==> src/rtl/cpsc_pkg.sv <==
// Shared types and constants for the column projection segment counter.
// Word layouts, register indexes, controller/datapath handshake structs.
// No dependencies.
package cpsc_pkg;

    // Default sizing of the count memory and of the row range
    localparam int DEF_MAX_WIDTH  = 1024;
    localparam int DEF_MAX_HEIGHT = 1024;

    // Fixed field widths
    localparam int PIX_W = 8;
    localparam int ROW_W = 10;
    localparam int COL_W = 10;
    localparam int END_W = 11;
    localparam int WID_W = 11;
    localparam int CNT_W = 11;
    localparam int GAP_W = 12;
    localparam int CFG_IDX_W  = 2;
    localparam int CFG_DATA_W = 11;

    // Configuration register indexes
    localparam logic [CFG_IDX_W-1:0] CFG_PIXEL_THRESHOLD = 2'd0;
    localparam logic [CFG_IDX_W-1:0] CFG_FIRST_ROW       = 2'd1;
    localparam logic [CFG_IDX_W-1:0] CFG_END_ROW         = 2'd2;
    localparam logic [CFG_IDX_W-1:0] CFG_IMAGE_WIDTH     = 2'd3;

    // Configuration reset values
    localparam logic [PIX_W-1:0] RST_PIXEL_THRESHOLD = 8'd128;
    localparam logic [ROW_W-1:0] RST_FIRST_ROW       = 10'd0;
    localparam logic [END_W-1:0] RST_END_ROW         = 11'd1024;
    localparam logic [WID_W-1:0] RST_IMAGE_WIDTH     = 11'd1024;

    // Input word modes
    localparam logic MODE_PIXEL   = 1'b0;
    localparam logic MODE_READOUT = 1'b1;

    // Saturation limits, gap divisor and gap counter start value
    localparam logic [CNT_W-1:0]        COUNT_MAX = 11'd2047;
    localparam logic signed [GAP_W-1:0] GAP_MAX   = 12'sd2047;
    localparam logic signed [GAP_W-1:0] GAP_INIT  = -12'sd1;
    localparam int                      GAP_DIV   = 10;

    typedef struct packed {
        logic             mode;
        logic [PIX_W-1:0] pixel;
        logic [ROW_W-1:0] row;
        logic [COL_W-1:0] col;
    } in_word_t;

    typedef struct packed {
        logic [COL_W-1:0]        column_index;
        logic [CNT_W-1:0]        column_count;
        logic signed [GAP_W-1:0] letter_count;
        logic                    last;
    } out_word_t;

    // Controller to datapath
    typedef struct packed {
        logic clr_en;     // write zero at the sweep address and advance
        logic load_item;  // capture the accepted word
        logic exec_en;    // update the count, the gap state and the output
    } dp_cmd_t;

    // Datapath to controller
    typedef struct packed {
        logic clr_last;   // sweep is at the final entry
        logic is_readout; // captured word is a readout
        logic out_busy;   // output register holds a word that is stalled
    } dp_status_t;

endpackage

==> src/rtl/cpsc_ctrl.sv <==
// Controller of the column projection segment counter.
// Sequences the clearing sweep and the read-modify-write of each word.
// Depends on cpsc_pkg.
module cpsc_ctrl
    import cpsc_pkg::*;
(
    input  logic       clk,
    input  logic       rst_n,
    input  logic       in_valid,
    output logic       in_stall,
    input  dp_status_t status,
    output dp_cmd_t    cmd
);

    localparam logic [2:0] ST_CLEAR  = 3'd0;
    localparam logic [2:0] ST_IDLE   = 3'd1;
    localparam logic [2:0] ST_READ   = 3'd2;
    localparam logic [2:0] ST_SETTLE = 3'd3;
    localparam logic [2:0] ST_EXEC   = 3'd4;

    logic [2:0] state_reg;
    logic [2:0] state_next;

    // Next state and commands
    always_comb
    begin
        state_next = state_reg;
        cmd        = '0;
        in_stall   = 1'b1;
        unique case (state_reg)
            ST_CLEAR:
            begin
                cmd.clr_en = 1'b1;
                if (status.clr_last)
                begin
                    state_next = ST_IDLE;
                end
            end
            ST_IDLE:
            begin
                in_stall = 1'b0;
                if (in_valid)
                begin
                    cmd.load_item = 1'b1;
                    state_next    = ST_READ;
                end
            end
            ST_READ:
            begin
                state_next = ST_SETTLE;
            end
            ST_SETTLE:
            begin
                state_next = ST_EXEC;
            end
            ST_EXEC:
            begin
                // hold a readout until the output register is free
                if (!(status.is_readout && status.out_busy))
                begin
                    cmd.exec_en = 1'b1;
                    state_next  = ST_IDLE;
                end
            end
            default:
            begin
                state_next = ST_CLEAR;
            end
        endcase
    end

    always_ff @(posedge clk or negedge rst_n)
    begin
        if (!rst_n)
        begin
            state_reg <= ST_CLEAR;
        end
        else
        begin
            state_reg <= state_next;
        end
    end

endmodule

==> config.mk <==
export PLATFORM = sky130hd
export DESIGN_NAME = cpsc_ctrl
export DESIGN_NICKNAME = d
export VERILOG_FILES = /design/src/rtl/cpsc_pkg.sv /design/src/rtl/cpsc_ctrl.sv
export SDC_FILE = /design/constraint.sdc
export NUM_CORES = 1
export LEC_CHECK = 0
export BUFFER_PORTS_ARGS = -buffer_cell sky130_fd_sc_hd__buf_2
export CAP_MARGIN = 20
export CELL_PAD_IN_SITES_DETAIL_PLACEMENT = 1
export CELL_PAD_IN_SITES_GLOBAL_PLACEMENT = 1
export CORE_AREA = 2 2 39 41
export CTS_BUF_LIST = sky130_fd_sc_hd__clkbuf_2
export CTS_CLUSTER_DIAMETER = 150
export DETAILED_ROUTE_END_ITERATION = 16
export DIE_AREA = 0 0 41 43
export PLACE_DENSITY = 0.45
export SLEW_MARGIN = 20
export SYNTH_ARGS = -nofsm -noshare
export SYNTH_HDL_FRONTEND = slang
export SYNTH_SLANG_ARGS = --single-unit
==> constraint.sdc <==
create_clock -name clk -period 1.1 [get_ports clk]
set_input_delay 0.11 -clock clk [delete_from_list [all_inputs] [get_ports clk]]
set_output_delay 0.11 -clock clk [all_outputs]
set_load 0.005 [all_outputs]
---- Word level (Yosys, flattened, before mapping) ----
Cells that the tools add are included.
word-level totals
  flip-flop bits (word level) ............. 3
  latch bits .............................. 0
  memory bits (writable) .................. 0
  ROM bits ................................ 0
  input port bits ......................... 6
  output and inout port bits .............. 4
  word-level logic and storage cells ...... 21
  memories ................................ 0
cells by class
  add/subtract/negate cells ............... 0
  $mul .................................... 0
  div/mod/pow operators ................... 0
  magnitude comparators ................... 0
  eq/ne operators ......................... 7
  shift-type cells ........................ 0
  muxes and demuxes ....................... 10
  bitwise gates (word level) .............. 0
  reduce and logical (&&, ||, !) cells .... 3
operators with widths
  cell                  number
  $pmux W3 S5           1
  $mux W3               3
  $eq A3 B2 Y1 const B  2
  $mux W1               6
  $ne A2 B2 Y1 const B  3
  $eq A3 B1 Y1 const B  1
  $eq A3 B3 Y1 const B  1
  $logic_not A3 Y1      1
  $reduce_and A3 Y1     1
  $logic_and A1 B1 Y1   1

---- Logic depth before layout (Yosys ltp) ----
Gate-level depths: netlist (run 1).
  depth after elaboration ................. 3
  mapped depth ............................ 3
  gate-level depth less buffers ........... 3

---- Least setup slack after synthesis (run 1) ----
No wires, ideal clock.
  path kind ............................... flip-flop to flip-flop
  from .................................... register state_reg[1]
  to ...................................... register state_reg[0]
  setup time .............................. 0.069 ns
  arrival ................................. 0.996 ns
  data required time ...................... 1.031 ns
  setup slack ............................. 0.035 ns
  stages on the path, launching flop included .. 3
  path buffers ............................ 0
  clock period less this slack ............ 1.065 ns
  cells stage by stage .................... dfrtp_1 or4b_1 nand3_1
between the ends
  cells in the longest elaborated chain, start to end .. 3
  elaborated cells on any way between the ends .. 10
  classes of those cells .................. 7 x eq/ne; 1 x mux; 2 x reduce/logical
ends and longest elaborated chain
  what                                        RTL line         text
  from (decl)                                 cpsc_ctrl.sv:21  logic [2:0] state_reg;
  from (signal assigned)                      cpsc_ctrl.sv:80  state_reg <= state_next;
  $eq A3 B3 Y1, or another cell as far along  cpsc_ctrl.sv:30  unique case (state_reg)
  $ne A2 B2 Y1 (no source line)               -
  $reduce_and A3 Y1 (no source line)          -
Several ways; a longest one is shown, not always the timed one.
A chain may end at the register's enable or synchronous reset.

==> results of run 1 <==
==> per-stage QoR <==
| stage | area [µm²] | power (mW) | setup slack [ps] | instances |
|---|---|---|---|---|
| 4_1_cts | 317.8 | 0.8283 | -177.9 | 55 |
| 6_report | 329.1 | 0.8774 | -181.8 | 55 |
| 2_1_floorplan | 171.4 | 0.3871 | 34.67 | 21 |
| 3_5_place_dp | 259.0 | 0.5819 | 30.69 | 49 |
| 3_3_place_gp | 259.0 | 0.5708 | 35.87 | 49 |
| 5_1_grt | 329.1 | 0.9754 | -267.3 | 55 |
==> cells in the final DEF, fill, tap and decap left out, drive strengths merged <==
cell type,netlist,layout
buf,0,13
clkbuf,0,4
nor2,4,4
nand2,3,3
dfrtp,3,3
inv,2,2
nand3,2,2
o21ai,2,2
nor3,1,1
or3b,1,1
mux2,1,1
nand3b,1,1
or4b,1,1
dlygate4sd3,0,1
==> what timing repair did <==
action                                 CTS  global route
setup endpoints to repair                4             6
endpoints found under the hold margin    3             0
gates resized for setup                  5             4
hold buffers                             1             0
pin swaps                                3             0
buffers inserted                         1             0
==> cells in the mapped netlist (all sizes together) <==
master / number
dfrtp: 3
or4b: 1
o21ai: 2
nand3b: 1
or3b: 1
nand2: 3
inv: 2
nor2: 4
nand3: 2
mux2: 1
nor3: 1
==> worst paths after layout <==
kind	endpoint	cells after the start	start	slack, ps
worst max-delay path	cmd[1]	3	state_reg[2]$_DFFE_PN0P_	-180
worst min-delay path	state_reg[0]$_DFFE_PN0P_	3	status[2]	170
worst max register to register	state_reg[0]$_DFFE_PN0P_	3	state_reg[2]$_DFFE_PN0P_	-50
worst min register to register	state_reg[1]$_DFFE_PN0P_	2	state_reg[2]$_DFFE_PN0P_	560
max in group asynchronous	state_reg[0]$_DFFE_PN0P_	2	rst_n	770
min in group asynchronous	state_reg[2]$_DFFE_PN0P_	2	rst_n	230
==> power by group through the flow <==
stage,clock network (mW),registers [mW],logic [mW]
CTS,0.160,0.192,0.476
global route,0.170,0.207,0.598
floorplan,0,0.224,0.163
global placement,0,0.196,0.374
finish,0.154,0.198,0.526
detailed placement,0,0.198,0.384
==> worst register-to-register path, delay by kind of cell (launching register included) <==
family        cells  cell delay, ps
simple gates      2             560
flops             1             380
buf+inv           1             150
==> per-layer routing <==
layer	vias to the layer above	global-route usage [%]
met5	-	0
met4	0	10.00
met3	0	4.712
met2	4	14.37
met1	110	6.752
li1	107	-
==> final cells by class <==
class | instances | area (µm²)
Fill cell | 171 | 1055
Multi-Input combinational cell | 16 | 117.6
Timing Repair Buffer | 14 | 88.84
Sequential cell | 3 | 75.07
Clock buffer | 4 | 20.02
Tap cell | 16 | 20.02
Inverter | 2 | 7.507
==> cell families after synthesis <==
kind of cell / count (synthesis) / share of synthesized area [%]
and+or+nand+nor: 13 / 39.41
buffers and inverters: 2 / 4.381
muxes: 1 / 6.569
DFF: 3 / 43.79
AOI/OAI and AO/OA: 2 / 5.840
==> PnR_summary.wiki, run 1 <==
{| class="wikitable"
! Metric !! Value
|-
| Maximum root-to-sink buffer count || 2
|-
| Aggregate global routing overflow || 0
|-
| Class of the tightest hold or removal check || in2reg
|-
| Cell taking the most area after synthesis || sky130_fd_sc_hd__dfrtp_1
|-
| Final slew viol count || 0
|-
| Max-cap violations || 0
|-
| Site row count || 14
|-
| CP Capture Type || output port
|-
| Pwr per Cell Area || 2666 nW/µm²
|-
| Fraction of power consumed by sequential logic || 22.5%
|-
| First-pass GRT wire length || 972 µm
|-
| Crit path buffers/inverters || 1
|-
| Net load switching power || 0.3380 mW
|-
| Routed Antenna Nets || 0
|-
| Setup Crit Path Kind || reg2out
|-
| Final hold slack || 167.6 ps
|-
| Post-layout nets || 46
|-
| Number of nets in the synthesized netlist || 27
|-
| Clk pin slew, worst setup/hold paths || 40 ps
|-
| Post-Syn Instances || 21
|-
| Share of final-layout standard cells stronger than drive strength 1 || 58.97%
|-
| Slew Limit Headroom || 89.39%
|-
| Number of sinks on the clock net || 3
|-
| WP data arrival || 1170 ps
|-
| Area contributors post-synth || sky130_fd_sc_hd__dfrtp_1 (44%), sky130_fd_sc_hd__nor2_1 (8.8%), sky130_fd_sc_hd__mux2_2 (6.6%), sky130_fd_sc_hd__nand2_1 (6.6%), sky130_fd_sc_hd__nand3_1 (5.8%)
|-
| Overall die height || 43 µm
|-
| Flip-flop and latch count after synthesis || 3
|-
| Final core occ || 23.78%
|-
| Top Ports || 10
|-
| WP data required || 990 ps
|-
| CP Cell Sequence || or3b_4, nor2_2, buf_2
|-
| Inserted Diodes || 0
|-
| PortBufs || 9
|-
| Fin Setup TNS || -578.6 ps
|-
| Launching element type of the critical path || flop
|-
| Delay contributed by the slowest stage of the critical path || 400 ps
|-
| Setup WS post-layout || -181.8 ps
|-
| Final critical-path share of the clock period || 116.5%
|-
| Crit-path leading delay family || simple AND/OR/NAND/NOR gates
|-
| Register area share after synthesis || 43.80%
|-
| Clock network power share || 17.6%
|-
| TritonCTS clock tree || yes
|-
| Total met3 wirelength after detailed routing || 21 µm
|-
| Initial cell density of the core || 12.39%
|-
| Total Wirelength || 549 µm
|-
| GPL Wtd Cong || 0.6625
|-
| Post-synthesis instance area || 171.4 µm²
|-
| Top layer reached by signal wires || met3
|-
| Largest net degree at the start of global routing || 6
|-
| Master of the slowest instance on the critical path || sky130_fd_sc_hd__or3b_4
|-
| Slew of the pin with the lowest slew margin || 157.5 ps
|-
| Total number of vias || 221
|-
| Static power due to leakage || 0.1703 nW
|-
| Clock root buffer master || sky130_fd_sc_hd__clkbuf_2
|-
| Violated checks || negative setup slack
|-
| Antenna violations before repair || 0
|-
| IR drop worst, VDD || 566.8 µV
|-
| Warnings from Yosys || 0
|-
| Critical path peak fanout || 2
|-
| Fmax || 0.7802 GHz
|-
| Violation count after the first detailed-routing iteration || 1
|-
| Total setup violations reported at the end of the flow || 5
|-
| Area enclosed by the die boundary || 1763 µm²
|-
| Number of CTS-inserted buffers || 3
|-
| Met2 routed wirelength || 323 µm
|-
| Pint || 0.5395 mW
|-
| Routed met1 length || 203 µm
|-
| Per-cell via count in the routed design || 4.018
|-
| Vias in the first global route || 245
|-
| Maximum level of the CTS H-tree || 1
|-
| Fin. Hold Viols || 0
|-
| Post-synthesis average cell area || 8.163 µm²
|-
| Post-route clock skew || 1.137 ps
|-
| Area fraction of the dominant cell type after synthesis || 43.80%
|-
| Unrepaired setup endpoints after global routing || true
|-
| Comb pwr share || 59.9%
|-
| Post-route minimum period || 1282 ps
|-
| Outcome || finished with violations
|-
| Global-route usage over all layers || 9.137%
|-
| Synthesis-to-finish area growth || 91.97%
|-
| Max FFs per register || 3
|-
| Floorplan core area || 1384 µm²
|-
| WL/cell || 9.982 µm
|-
| Number of design rule violations left after detail routing || 0
|-
| First-pass DRT Iterations || 2
|-
| Switching power as a share of total power || 38.52%
|-
| Post-synthesis cell type count || 11
|-
| Clock latency on the worst-skew pair || 200 ps
|-
| Width of the chip || 41 µm
|}
Power figures use the tool's default switching activity.
==> inputs of run 2 (changes only) <==
--- a/config.mk
+++ b/config.mk
@@ -5,6 +5,7 @@
 export SDC_FILE = /design/constraint.sdc
 export NUM_CORES = 1
 export LEC_CHECK = 0
+export ABC_AREA = 1
 export BUFFER_PORTS_ARGS = -buffer_cell sky130_fd_sc_hd__buf_2
 export CAP_MARGIN = 20
 export CELL_PAD_IN_SITES_DETAIL_PLACEMENT = 1
@@ -14,7 +15,7 @@
 export CTS_CLUSTER_DIAMETER = 150
 export DETAILED_ROUTE_END_ITERATION = 16
 export DIE_AREA = 0 0 41 43
-export PLACE_DENSITY = 0.45
+export PLACE_DENSITY = 0.48
 export SLEW_MARGIN = 20
 export SYNTH_ARGS = -nofsm -noshare
 export SYNTH_HDL_FRONTEND = slang
==> PnR_summary.wiki, run 2 <==
{| class="wikitable"
! Metric !! Value
|-
| Outcome || finished with violations
|-
| Unrepaired setup endpoints after global routing || true
|-
| Critical path peak fanout || 3 (+1)
|-
| Area fraction of the dominant cell type after synthesis || 40.27% (-3.5 points)
|-
| Most common library cells after synthesis || sky130_fd_sc_hd__inv_1 (6), sky130_fd_sc_hd__nand3_1 (5), sky130_fd_sc_hd__nor2_1 (5), sky130_fd_sc_hd__nand2_1 (4), sky130_fd_sc_hd__dfrtp_1 (3)
|-
| Aggregate global routing overflow || 0 (unchanged)
|-
| Dominant register cell in the synthesized netlist || sky130_fd_sc_hd__dfrtp_1
|-
| Static power due to leakage || 0.1961 nW (+15%)
|-
| Post-synthesis cell type count || 9 (-2)
|-
| Most used cells in the layout excluding fill and tap cells || sky130_fd_sc_hd__buf_2 (9), sky130_fd_sc_hd__inv_1 (5), sky130_fd_sc_hd__nand3_1 (5)
|-
| Fin. Hold Viols || 0 (unchanged)
|-
| Initial cell density of the core || 13.47% (+1.1 points)
|-
| Setup Crit Path Kind || reg2out
|-
| Final critical-path share of the clock period || 102.3% (-14 points)
|-
| Number of sinks on the clock net || 3 (unchanged)
|-
| Number of CTS-inserted buffers || 3 (unchanged)
|-
| Area taken by multi-input logic gates || 98.84 µm² (-16%)
|-
| Width of the chip || 41 µm (unchanged)
|-
| Library cell with the highest instance count after synthesis || sky130_fd_sc_hd__inv_1
|-
| Area enclosed by the die boundary || 1763 µm² (unchanged)
|-
| Cells on worst reg2reg path || 5 (+2)
|-
| Global-route usage over all layers || 7.129% (-2.0 points)
|-
| IR drop worst, VDD || 702.3 µV (+24%)
|-
| WP data required || 990 ps (about the same)
|-
| Max-cap violations || 0 (unchanged)
|-
| Total number of vias || 227 (+2.7%)
|-
| WP data arrival || 1020 ps (-150 ps)
|-
| Number of fill cells in the layout || 180 (+5.3%)
|-
| Overall die height || 43 µm (unchanged)
|-
| Post-synthesis instance area || 186.4 µm² (+8.8%)
|-
| Post-route minimum period || 1125 ps (-156.7 ps)
|-
| Synth async-reset ratio || 100.0% (unchanged)
|-
| Routed Antenna Nets || 0 (unchanged)
|-
| Post-Syn Instances || 27 (+29%)
|-
| Most common cell after layout, fill and taps aside || sky130_fd_sc_hd__buf_2
|-
| Violation count after the first detailed-routing iteration || 3 (+2)
|-
| Flip-flop and latch count after synthesis || 3 (unchanged)
|-
| Number of synthesized flops with an enable pin || 0 (unchanged)
|-
| Largest net degree at the start of global routing || 5 (-1)
|-
| Violated checks || negative setup slack
|-
| Setup WS post-layout || -25.06 ps (+156.7 ps)
|-
| Synthesis-to-finish area growth || 73.15%
|-
| Post-layout nets || 52 (+13%)
|-
| Per-cell via count in the routed design || 3.721 (-7.4%)
|-
| Warnings from Yosys || 0 (unchanged)
|-
| Class of the tightest hold or removal check || in2async
|-
| Antenna violations before repair || 0 (unchanged)
|-
| First-pass GRT wire length || 731 µm (-25%)
|-
| Adder and majority gate portion of the synthesized area || 0% (unchanged)
|-
| TritonCTS clock tree || yes
|-
| Cell count after placement || 53 (+8.2%)
|-
| Post-synthesis average cell area || 6.905 µm² (-15%)
|-
| Finished Layout Cells || 61 (+11%)
|-
| Launching element type of the critical path || flop
|-
| CP Capture Type || output port
|-
| First-pass DRT Iterations || 4 (+2)
|-
| Site row count || 14 (unchanged)
|-
| Post-Synth Simple-Gate Area || 34.23% (-5.2 points)
|-
| PortBufs || 9 (unchanged)
|-
| Floorplan core area || 1384 µm² (unchanged)
|-
| Pwr Total || 0.8846 mW (+0.81%)
|-
| Post-synthesis compound-gate area fraction || 13.42% (+7.6 points)
|-
| Number of design rule violations left after detail routing || 0 (unchanged)
|-
| Vias in the first global route || 207 (-16%)
|-
| Maximum level of the CTS H-tree || 1 (unchanged)
|-
| Post-route clock skew || 0.2690 ps (-0.8683 ps)
|-
| Slew Limit Headroom || 88.30% (-1.1 points)
|-
| Register area share after synthesis || 40.27% (-3.5 points)
|-
| Final slew viol count || 0 (unchanged)
|-
| Number of nets in the synthesized netlist || 33 (+22%)
|-
| Top Ports || 10 (unchanged)
|-
| GPL Wtd Cong || 0.6326 (-4.5%)
|-
| Reg-to-reg setup timing slack || 70 ps (+120 ps)
|-
| Total Wirelength || 475 µm (-13%)
|-
| Clk pin slew, worst setup/hold paths || 40 ps (about the same)
|-
| XOR/XNOR Fraction of Synth Area || 0% (unchanged)
|-
| Multiplexer share of the synthesized area || 0% (-6.6 points)
|-
| Combinational family with the most area after synthesis || simple AND/OR/NAND/NOR gates
|-
| Max FFs per register || 3 (unchanged)
|-
| Inserted Diodes || 0 (unchanged)
|-
| Slew of the pin with the lowest slew margin || 173.6 ps (+16.11 ps)
|-
| Cell taking the most area after synthesis || sky130_fd_sc_hd__dfrtp_1
|-
| Pwr per Cell Area || 2740 nW/µm² (+2.8%)
|-
| Area contributors post-synth || sky130_fd_sc_hd__dfrtp_1 (40%), sky130_fd_sc_hd__nand3_1 (13%), sky130_fd_sc_hd__inv_1 (12%), sky130_fd_sc_hd__nor2_1 (10%), sky130_fd_sc_hd__nand2_1 (8.1%)
|-
| Detailed Place HPWL || 378.3 µm
|-
| Clock root buffer master || sky130_fd_sc_hd__clkbuf_2
|-
| Clock latency on the worst-skew pair || 200 ps (about the same)
|-
| Fmax || 0.8888 GHz (+14%)
|-
| Sequential cell area || 76.32 µm² (+1.7%)
|-
| WL/cell || 7.787 µm (-22%)
|-
| Total setup violations reported at the end of the flow || 2 (-3)
|-
| Maximum root-to-sink buffer count || 2 (unchanged)
|-
| Share of final-layout standard cells stronger than drive strength 1 || 53.33% (-5.6 points)
|}
run 2: area by class of cell:
type | instances | area share [%]
clock buffer | 4 | 6.202
inverter | 6 | 6.977
multi-input combinational | 18 | 30.62
sequential | 3 | 23.64
tap | 16 | 6.202
timing repair buffer | 14 | 26.36
run 2: logic make-up after synthesis:
kind of cell           Yosys count
AO/OA/AOI/OAI                    3
buffers and inverters            6
flip-flops                       3
AND/OR/NAND/NOR                 15
run 2: final timing paths:
path | from | to
max | state_reg[0]$_DFFE_PN0P_ | cmd[0]
min | rst_n | state_reg[0]$_DFFE_PN0P_
max reg2reg | state_reg[0]$_DFFE_PN0P_ | state_reg[0]$_DFFE_PN0P_
min reg2reg | state_reg[2]$_DFFE_PN0P_ | state_reg[1]$_DFFE_PN0P_
max in group asynchronous | rst_n | state_reg[2]$_DFFE_PN0P_
min in group clk | status[2] | state_reg[1]$_DFFE_PN0P_
run 2: layer usage:
| metal | GRT usage (%) | part of all wire, % |
|---|---|---|
| met5 | 0 | 0 |
| met4 | 8.000 | 0 |
| met3 | 4.712 | 3.8 |
| met2 | 10.00 | 57 |
| met1 | 5.788 | 39 |
run 2: critical path, stage by stage, from the launching register on:
cell                      delay [ps]
sky130_fd_sc_hd__dfrtp_1         380
sky130_fd_sc_hd__nor2_2          160
sky130_fd_sc_hd__inv_2            60
sky130_fd_sc_hd__nor3_2           90
sky130_fd_sc_hd__buf_2           120
run 2: timing repair:
action / in CTS / in global routing
endpoints found under the setup margin: 4 / 4
pin swaps: 1 / 0
hold buffers: 1 / 0
gates resized for setup: 5 / 0
buffers inserted: 3 / 0
endpoints found under the hold margin: 3 / 0
run 2: metrics by stage:
step / hold slack [ps] / setup slack (ps) / utilization, % / area, µm² / TNS, ps
5_1_grt: 234.2 / -115.4 / 23.33 / 322.8 / -284.6
2_1_floorplan: -185.6 / 190.1 / - / 186.4 / 0
4_1_cts: 218.7 / -48.03 / 23.33 / 322.8 / -86.40
6_report: 234.7 / -25.06 / 23.33 / 322.8 / -43.09
3_3_place_gp: -91.56 / 42.36 / 18.72 / 259.0 / 0
3_5_place_dp: -90.67 / 40.76 / 18.72 / 259.0 / 0
run 2: report_power, final:
group	internal, mW	total, mW	switching (mW)
Sequential	0.171	0.219	0.0484
Clock	0.0959	0.151	0.0549
Combinational	0.264	0.514	0.250
Total	0.531	0.885	0.353
